### src/rtl/core/hmt_pkg.sv
// Shared constants, codes and types of the hashed MAC address table.
package hmt_pkg;

    localparam int CMD_W       = 3;
    localparam int MAC_W       = 48;
    localparam int VLAN_W      = 12;
    localparam int PORT_IN_W   = 8;
    localparam int CNT_W       = 13;
    localparam int HASH_W      = 32;
    localparam int WAY_CNT_W   = 5;

    localparam int DEF_BUCKETS   = 1024;
    localparam int DEF_WAYS      = 4;
    localparam int DEF_PORT_BITS = 8;

    // Layout of one slot inside a bucket row.
    localparam int SLOT_VALID_BIT  = 0;
    localparam int SLOT_STATIC_BIT = 1;
    localparam int SLOT_MAC_LSB    = 2;
    localparam int SLOT_VLAN_LSB   = SLOT_MAC_LSB + MAC_W;
    localparam int SLOT_PORT_LSB   = SLOT_VLAN_LSB + VLAN_W;

    // Remainder unit: the reciprocal product, then the back-multiply.
    localparam int HASH_CYCLES = 2;
    localparam int HASH_CNT_W  = $clog2(HASH_CYCLES);

    localparam logic [CNT_W-1:0] COUNT_MAX = '1;

    localparam logic [CMD_W-1:0] CMD_ADD_DYN    = 3'd0;
    localparam logic [CMD_W-1:0] CMD_ADD_STATIC = 3'd1;
    localparam logic [CMD_W-1:0] CMD_DEL_AGED   = 3'd2;
    localparam logic [CMD_W-1:0] CMD_FLUSH_VLAN = 3'd3;
    localparam logic [CMD_W-1:0] CMD_FLUSH_PORT = 3'd4;
    localparam logic [CMD_W-1:0] CMD_FLUSH_ALL  = 3'd5;

    typedef enum logic [1:0] {
        ST_INSERTED = 2'd0,
        ST_UPDATED  = 2'd1,
        ST_FULL     = 2'd2,
        ST_DONE     = 2'd3
    } t_status;

    typedef enum logic [2:0] {
        S_CLEAR,
        S_IDLE,
        S_HASH,
        S_READ,
        S_MODIFY,
        S_SWEEP,
        S_DONE
    } t_state;

    // Outcome of processing one bucket row.
    typedef struct packed {
        logic                 wr;
        t_status              status;
        logic [WAY_CNT_W-1:0] removed;
    } t_row_res;

endpackage

### src/rtl/core/hmt_bucket.sv
// Per-row update logic: learn, aged delete and flush decisions over the slots of one bucket.
module hmt_bucket import hmt_pkg::*; #(
    parameter int WAYS      = DEF_WAYS,
    parameter int PORT_BITS = DEF_PORT_BITS
) (
    input  logic [CMD_W-1:0]                              i_cmd,
    input  logic [MAC_W-1:0]                              i_mac,
    input  logic [VLAN_W-1:0]                             i_vlan,
    input  logic [PORT_BITS-1:0]                          i_port,
    input  logic [WAYS*(SLOT_PORT_LSB+PORT_BITS)-1:0]     i_row,
    output logic [WAYS*(SLOT_PORT_LSB+PORT_BITS)-1:0]     o_row,
    output t_row_res                                      o_res
);

    localparam int SLOT_W = SLOT_PORT_LSB + PORT_BITS;

    logic [WAYS-1:0] v;
    logic [WAYS-1:0] st;
    logic [WAYS-1:0] hit;
    logic [WAYS-1:0] clr;
    logic            is_add;
    logic            add_static;
    logic            found;

    always_comb begin
        is_add     = (i_cmd == CMD_ADD_DYN) || (i_cmd == CMD_ADD_STATIC);
        add_static = (i_cmd == CMD_ADD_STATIC);
        for (int w = 0; w < WAYS; w++) begin
            v[w]   = i_row[w*SLOT_W + SLOT_VALID_BIT];
            st[w]  = i_row[w*SLOT_W + SLOT_STATIC_BIT];
            hit[w] = v[w] && (st[w] == add_static)
                     && (i_row[w*SLOT_W + SLOT_MAC_LSB +: MAC_W] == i_mac)
                     && (i_row[w*SLOT_W + SLOT_VLAN_LSB +: VLAN_W] == i_vlan);
            case (i_cmd)
                CMD_DEL_AGED: clr[w] = v[w] && !st[w]
                    && (i_row[w*SLOT_W + SLOT_MAC_LSB +: MAC_W] == i_mac)
                    && (i_row[w*SLOT_W + SLOT_VLAN_LSB +: VLAN_W] == i_vlan);
                CMD_FLUSH_VLAN: clr[w] = v[w] && !st[w]
                    && (i_row[w*SLOT_W + SLOT_VLAN_LSB +: VLAN_W] == i_vlan);
                CMD_FLUSH_PORT: clr[w] = v[w] && !st[w]
                    && (i_row[w*SLOT_W + SLOT_PORT_LSB +: PORT_BITS] == i_port);
                CMD_FLUSH_ALL: clr[w] = v[w] && !st[w];
                default: clr[w] = 1'b0;
            endcase
        end
    end

    always_comb begin
        o_row         = i_row;
        o_res.wr      = 1'b0;
        o_res.status  = ST_DONE;
        o_res.removed = '0;
        found         = 1'b0;
        if (is_add) begin
            // An existing entry of the same kind only gets its port refreshed.
            for (int w = 0; w < WAYS; w++) begin
                if (hit[w] && !found) begin
                    o_row[w*SLOT_W + SLOT_PORT_LSB +: PORT_BITS] = i_port;
                    found = 1'b1;
                end
            end
            if (found) begin
                o_res.wr     = 1'b1;
                o_res.status = ST_UPDATED;
            end else begin
                for (int w = 0; w < WAYS; w++) begin
                    if (!v[w] && !found) begin
                        o_row[w*SLOT_W +: SLOT_W] = {i_port, i_vlan, i_mac, add_static, 1'b1};
                        found = 1'b1;
                    end
                end
                o_res.wr     = found;
                o_res.status = found ? ST_INSERTED : ST_FULL;
            end
        end else begin
            for (int w = 0; w < WAYS; w++) begin
                if (clr[w]) begin
                    o_row[w*SLOT_W + SLOT_VALID_BIT] = 1'b0;
                end
                o_res.removed = o_res.removed + WAY_CNT_W'(clr[w]);
            end
            o_res.wr = |clr;
        end
    end

endmodule

### config.mk
export PLATFORM = sky130hd
export DESIGN_NAME = hmt_bucket
export DESIGN_NICKNAME = d
export VERILOG_FILES = /design/src/rtl/core/hmt_pkg.sv /design/src/rtl/core/hmt_bucket.sv
export SDC_FILE = /design/constraint.sdc
export NUM_CORES = 1
export LEC_CHECK = 0
export ABC_AREA = 1
export BUFFER_PORTS_ARGS = -buffer_cell sky130_fd_sc_hd__buf_4
export CORE_AREA = 3 3 245 247
export DETAILED_ROUTE_END_ITERATION = 10
export DIE_AREA = 0 0 248 250
export PLACE_DENSITY_LB_ADDON = 0.3
export SETUP_SLACK_MARGIN = 0.3
export SYNTH_ARGS = -nofsm -noshare
export SYNTH_HDL_FRONTEND = slang
export SYNTH_SLANG_ARGS = --single-unit
### constraint.sdc
create_clock -name vclk -period 7.7
set_input_delay 0.77 -clock vclk [all_inputs]
set_output_delay 0.77 -clock vclk [all_outputs]
set_load 0.005 [all_outputs]
# Yosys cells after proc, flatten, opt, wreduce, memory -nomap -nowiden

Cells that the tools add are included.

Flip-flop bits (word level): 0
Bits of input ports: 351
Output and inout port bits: 288
Word-level logic and storage cells: 131

Add/subtract/negate cells: 3
Eq/ne operators: 21
Mux-type cells: 50
Reduce and logical (&&, ||, !) cells: 57

Operators by type and width:

| kind                 | number |
|---|---|
| $mux W280            | 1 |
| $mux W70             | 4 |
| $mux W69             | 4 |
| $eq A48 B48 Y1       | 4 |
| $eq A12 B12 Y1       | 4 |
| $logic_and A1 B1 Y1  | 39 |
| $eq A8 B8 Y1         | 4 |
| $mux W8              | 4 |
| $mux W1              | 29 |
| $pmux W1 S4          | 4 |
| $logic_not A1 Y1     | 15 |
| $eq A3 B2 Y1 const B | 2 |
| $eq A3 B3 Y1 const B | 2 |
| $add A3 B1 Y4        | 1 |
| $eq A1 B1 Y1         | 4 |
| $mux W2              | 2 |
| $mux W4              | 1 |
| $reduce_or A4 Y1     | 1 |
| $add A2 B1 Y3        | 1 |
| $eq A3 B1 Y1 const B | 1 |
| $logic_not A3 Y1     | 1 |
| $mux W3              | 1 |
| $add A1 B1 Y2        | 1 |
| $logic_or A1 B1 Y1   | 1 |

# Logic depth before layout (Yosys ltp)

Gate-level depths: netlist (run 1).

Word-level depth: 42
Depth in mapped cells: 18
Gate-level depth less buffers: 17

# Worst setup path before layout (run 1)

OpenSTA, ideal clock, no wires.

Path type: input to output
Start point: input port i_mac[35]
End point: output port o_res[1] in the netlist's numbering
Arrival: 2.943 ns
Data required time: 6.930 ns
Path slack: 3.987 ns
Stages on the path: 18
Path buffers: 1
Cell sequence: buf_2 -> inv_1 -> nand2_1 -> nand2_1 -> nor2_1 -> nand2_1 -> nor2_1 -> nand2_1 -> nor2_1 -> and2_1 -> o21ai_0 -> nand2_1 -> and3_1 -> fa_1 -> ha_1 -> ha_1 -> inv_1 -> nor2_1

RTL lines:

| element     | line             | source |
|---|---|---|
| from (decl) | hmt_bucket.sv:7  | `input logic [MAC_W-1:0] i_mac,` |
| to (decl)   | hmt_bucket.sv:12 | `output t_row_res o_res` |

# Worst setup path in the final report (run 1)

Start point: input port i_mac[7]
End point: output port o_row[36]

Longest elaborated chain between the ends: 22
Elaborated cells between the ends (all ways): 31
Those cells by class: eq/ne: 4; mux: 11; reduce/logical: 16

Ends and longest elaborated chain:

| element             | line             | source |
|---|---|---|
| $eq A48 B48 Y1      | hmt_bucket.sv:32 | `&& (i_row[w*SLOT_W + SLOT_MAC_LSB +: MAC_W] == i_mac)` |
| $logic_and A1 B1 Y1 | hmt_bucket.sv:32 |  |
| $logic_and A1 B1 Y1 | hmt_bucket.sv:33 | `&& (i_row[w*SLOT_W + SLOT_VLAN_LSB +: VLAN_W] == i_vlan);` |
| $mux W1             | hmt_bucket.sv:57 | `if (hit[w] && !found) begin` |
| $mux W1             | hmt_bucket.sv:54 | `if (is_add) begin` |
| $logic_not A1 Y1    | hmt_bucket.sv:57 |  |
| $logic_and A1 B1 Y1 | hmt_bucket.sv:57 |  |
| $mux W1             | hmt_bucket.sv:57 |  |
| (+6 left out)       | --               |  |
| $logic_and A1 B1 Y1 | hmt_bucket.sv:57 |  |
| $mux W1 (*)         | hmt_bucket.sv:57 |  |
| $mux W1 (*)         | hmt_bucket.sv:54 |  |
| $logic_not A1 Y1    | hmt_bucket.sv:67 | `if (!v[w] && !found) begin` |
| $logic_and A1 B1 Y1 | hmt_bucket.sv:67 |  |
| $mux W70            | hmt_bucket.sv:67 |  |
| $mux W280 (*)       | hmt_bucket.sv:62 | `if (found) begin` |
| $mux W69 (*)        | hmt_bucket.sv:54 |  |
| to (decl)           | hmt_bucket.sv:11 | `output logic [WAYS*(SLOT_PORT_LSB+PORT_BITS)-1:0] o_row,` |

Every way passes the cells marked *; elsewhere a longest branch is shown, timed or not. The select of a mux whose other input is x is not followed.

==> results of run 1 <==
==> kinds of logic (layout without fill, tap and decap cells) <==
| kind of cell | count (synthesis) | count (layout) | share of synthesized area [%] |
|---|---|---|---|
| AND/OR/NAND/NOR | 954 | 954 | 47.0 |
| buffers and inverters | 311 | 837 | 17.1 |
| AO/OA/AOI/OAI | 291 | 291 | 18.0 |
| XOR/XNOR | 161 | 161 | 17.1 |
| adder cells (fa/ha/maj) | 4 | 4 | 0.698 |
| other | 1 | 2 | 0.0455 |
==> layout make-up <==
type / instances / area (um^2)
fill: 6785 / 44400
multi-input combinational: 1412 / 6880
timing repair buffer: 645 / 4840
tap: 765 / 957
inverter: 192 / 721
==> worst min-delay path by stage <==
stage / from / endpoint / slack, ns
2_1_floorplan: i_row[279] / o_row[279] / 1.63
3_3_place_gp: i_row[94] / o_row[94] / 1.83
3_5_place_dp: i_row[118] / o_row[118] / 1.84
4_1_cts: i_row[118] / o_row[118] / 1.84
5_1_grt: i_row[61] / o_row[61] / 1.85
6_report: i_row[24] / o_row[24] / 1.84
==> layout by cell type (no fill, tap or decap), types with 4 or more instances in the layout <==
cell type,count
a21oi_1,14
buf_4,645
inv_1,181
inv_2,11
nand2_1,711
nand3_1,44
nand3_4,4
nand4_1,26
nor2_1,133
nor3_1,4
o21ai_0,205
o21ai_1,62
or2_1,5
or2_2,5
xnor2_1,126
xor2_1,35
==> per-stage QoR <==
step           util, %  worst slack (ns)  hold slack [ns]  cell area [um^2]  cells
3_3_place_gp      23.2              2.71             1.83             13400   3014
6_report          23.2              2.76             1.84             13400   3014
4_1_cts           23.2              2.70             1.84             13400   3014
2_1_floorplan        -              3.99             1.63              8250   1723
3_5_place_dp      23.2              2.71             1.84             13400   3014
5_1_grt           23.2              2.49             1.85             13400   3014
==> where the power goes <==
group          switching [W]  internal, W  total (W)
clock network              0            0          0
registers                  0            0          0
logic               0.000401     0.000367   0.000767
==> per-layer routing <==
| metal | vias up | share of wire [%] |
|---|---|---|
| li1 | 6347 | - |
| met4 | 6 | 1.4 |
| met2 | 501 | 50 |
| met1 | 5544 | 41 |
| met5 | - | 0.052 |
| met3 | 42 | 6.7 |
==> results.tsv, run 1 <==
metric	value	unit
stages on the worst setup path	13	
Layout Nets	2606	
Syn Inst Count	1722	
total grt overflow	0	
CP bufs+invs	3	
vias per std cell	4.13	
Seq/Total Area, Yosys	0	%
main area contributors after synthesis	nand2_1 32%, xnor2_1 13%, o21ai_0 12%, inv_1 8.2%, nor2_1 6.1%	
DIE HEIGHT	250	um
Critical Path End	o_row[36]	
starting utilization of the core area	14.3	%
Worst path top cell family by delay	simple AND/OR/NAND/NOR gates	
Placement Rows	88	
antenna viol nets, final	0	
GRT Resource Usage Total	17.0	%
PnR Total Power	0.000767	W
# hold bufs at CTS	0	
# Post-CTS Setup Buffers	0	
outcome	finished clean	
YS warnings	0	
FFs & Latches	0	
post-DP HPWL	49800	um
drt drc	0	
final hold vios	0	
Synth Cell Area	8240	um^2
maxcap violations	0	
min-delay worst type	input port to output pin	
worst-path cell chain	buf_4 > xnor2_1 > nand4_1 > nor2_1 > nand2_1 > nor2_1 > nand2_2 > nor2_8 > nor2_8 > nand3_4 > buf_4 > o21ai_0 > buf_4	
VDD IR max	0.0000214	V
fmax	202	MHz
num ports	639	
Final setup viols	0	
clock buffer count	0	
Worst path max stage delay	0.61	ns
Worst Path Required	6.93	ns
RSZ-0062 raised after global routing	false	
PwrDens	57.2	nW/um^2
worst setup path category	input port to output pin	
Syn Area/Cell	4.79	um^2
largest net degree at the start of global routing	65	
slowest CP cell	buf_4	
core area	57800	um^2
top cell type by total area after synthesis	nand2_1	
Setup TNS Final	0	ns
GRT met1 Usage	20.9	%
share of cells above drive strength 1	30.4	%
antenna fix cells	0	
crit path from	i_mac[7]	
Slew Viols, Final	0	
vias in the first global route	11484	
Initial DRT Pass Iterations	5	
final wirelength	57500	um
GR Util met2	31.9	%
Initial DRC Count	705	
initial antenna violation count	5	
register area	0	um^2
Slew headroom	42.8	%
P_leak	7.32	nW
crit end category	output pin	
commonest cells in the netlist	712 x nand2_1, 205 x o21ai_0, 181 x inv_1, 133 x nor2_1, 126 x xnor2_1	
GP Congestion	0.910	
DIE AREA	62000	um^2
Die Span X	248	um
post-cts sizing count	0	
GRT Max-Usage Layer	met2	
post-synthesis cell type count	42	
top-area cell type share of the netlist area	32.4	%
most frequent cell after synthesis	nand2_1	
DR WL/cell	19.1	um
CP dominant cell by count	buf_4	
via count	12440	
met3 global-route usage	2.46	%
Period minus WS final	4.94	ns
Worst Hold Depth	4	
synth-to-layout area growth	62.6	%
I/O Buffers	637	
first-pass GRT wire length	78800	um
Critical Path AT	4.17	ns
actual slew at the worst max-slew pin	0.858	ns
Tcrit/Tclk final	64.2	%
nature of the critical path startpoint	input port	
Max FO, Critical Path	61	
(Power assumes the default switching activity.)
==> run 2, diff against run 1 <==
CORE_AREA = 3 3 248 250   (was 3 3 245 247)
DIE_AREA = 0 0 251 253   (was 0 0 248 250)
clock period = 4 ns   (was 7.7 ns; I/O delays follow)
==> results.tsv, run 2 (same netlist as run 1, synthesis figures left out) <==
metric	value	unit	change
outcome	finished clean		
GRT Resource Usage Total	16.7	%	-0.35 points
DIE HEIGHT	253	um	+1.2%
crit path from	i_mac[19]		
GP Congestion	0.892		-2.0%
Layout Nets	2642		+1.4%
internal power	0.000737	W	+100%
power share of the clock group	0	%	unchanged
first-pass GRT wire length	80200	um	+1.8%
via count	12478		+0.31%
Period minus WS final	3.56	ns	
Max FO, Critical Path	6		-90%
Initial DRC Count	720		+2.1%
Worst Hold Depth	4		unchanged
Tcrit/Tclk final	89.0	%	
Initial DRT Pass Iterations	5		unchanged
core area	59200	um^2	+2.5%
Hold Crit Start	i_row[120]		
Setup TNS Final	0	ns	unchanged
Worst Path Required	3.60	ns	-3.33 ns
Die Span X	251	um	+1.2%
starting utilization of the core area	13.9	%	-0.35 points
num ports	639		unchanged
post-DP HPWL	49500	um	-0.50%
Slew Viols, Final	0		unchanged
maxcap violations	0		unchanged
PwrDens	109	nW/um^2	+90%
Slew headroom	49.6	%	+6.7 points
drt drc	0		unchanged
# hold bufs at CTS	0		unchanged
most frequent cells in the layout	703 x nand2_1, 670 x buf_4, 205 x o21ai_0		
Final setup viols	0		unchanged
RSZ-0062 raised after global routing	true		
antenna viol nets, final	0		unchanged
vias per std cell	4.08		-1.2%
VDD IR max	0.0000438	V	+100%
post-layout util	23.6	%	+0.37 points
Hold EP	o_row[120]		
I/O Buffers	637		unchanged
final hold vios	0		unchanged
DIE AREA	63500	um^2	+2.4%
crit end category	output pin		
nature of the critical path startpoint	input port		
largest net degree at the start of global routing	72		+11%
commonest non-fill, non-tap cell in the layout	nand2_1		
FFs & Latches	0		unchanged
Comb pwr share	100.0	%	about the same
min-delay worst type	input port to output pin		
synth-to-layout area growth	69.3	%	
register area	0	um^2	unchanged
share of cells above drive strength 1	32.8	%	+2.4 points
Net Sw Frac	51.5	%	-0.74 points
DR WL/cell	18.7	um	-1.8%
vias in the first global route	11824		+3.0%
P_leak	7.57	nW	+3.4%
initial antenna violation count	3		-2
final wirelength	57300	um	-0.32%
Placement Rows	89		+1.1%
clock buffer count	0		unchanged
Critical Path AT	3.16	ns	-1.01 ns
total grt overflow	0		unchanged
fmax	281	MHz	
actual slew at the worst max-slew pin	0.756	ns	-0.102 ns
Psw	0.000782	W	+95%
Seq pwr share	0	%	unchanged
worst setup path category	input port to output pin		
FILL cells	6969		+2.7%
run 2: changes by cell type in the layout (fill, tap and decap cells not counted), sizes merged:
cell | previous run | this run
buf | 645 | 680
clkinvlp | 0 | 2
diode | 0 | 2
inv | 192 | 190
nor2 | 140 | 141
run 2: final cells by class:
class | instances | area, um^2 | share of cell area [%]
Antenna cell | 2 | 5.00 | 0.0359
Inverter | 192 | 731 | 5.24
Multi-Input combinational cell | 1413 | 7020 | 50.3
Tap cell | 773 | 967 | 6.93
Timing Repair Buffer | 680 | 5230 | 37.5
run 2: per-stage QoR:
stage | setup slack, ns | area (um^2) | cells | hold slack, ns | power (W)
3_3_place_gp | 0.0486 | 13800 | 3052 | 1.10 | 0.00152
2_1_floorplan | 1.03 | 8250 | 1723 | 0.891 | 0.000628
4_1_cts | 0.299 | 13800 | 3053 | 1.10 | 0.00153
3_5_place_dp | 0.0646 | 13800 | 3052 | 1.10 | 0.00152
5_1_grt | 0.229 | 14000 | 3059 | 1.12 | 0.00167
6_report | 0.440 | 14000 | 3060 | 1.10 | 0.00152
run 2: power groups by stage:
stage                     combinational (W)        clock (W)  sequential, W
after global routing                0.00167  0.0000000000334              0
after CTS                           0.00153                0              0
final                               0.00152  0.0000000000533              0
after global placement              0.00152                0              0
after detailed placement            0.00152                0              0
after floorplan                    0.000628                0              0
run 2: worst max-delay path by stage:
stage	to	slack, ns	cells past startpoint
4_1_cts	o_res[1]	0.30	19
3_5_place_dp	o_res[1]	0.06	19
3_3_place_gp	o_res[1]	0.05	19
6_report	o_res[1]	0.44	15
5_1_grt	o_res[1]	0.23	19
2_1_floorplan	o_res[1]	1.03	18
run 2: repair_timing:
| item | in CTS | in global routing |
|---|---|---|
| buffers inserted | 0 | 5 |
| pin swaps | 3 | 10 |
| cloned | 1 | 0 |
| endpoints found under the setup margin | 8 | 16 |
| gates resized for setup | 15 | 25 |
run 2: critical path, stage by stage:
cell and delay (ns):
buf_4 0.14, xnor2_1 0.28, nand4_1 0.34, nor2_1 0.18, nand2_1 0.10, nor2_4 0.17
nand3_2 0.09, a31o_4 0.24, inv_2 0.07, fa_1 0.40, ha_2 0.19, ha_1 0.27
inv_1 0.04, nor2_1 0.10, buf_4 0.12
run 2: per-layer routing:
metal / global-route usage (%) / share of wire [%] / up-vias
li1: - / - / 6429
met1: 21.4 / 42 / 5543
met2: 30.4 / 50 / 476
met3: 2.20 / 6.4 / 30
met4: 2.06 / 1.3 / 0
met5: 0 / 0 / -
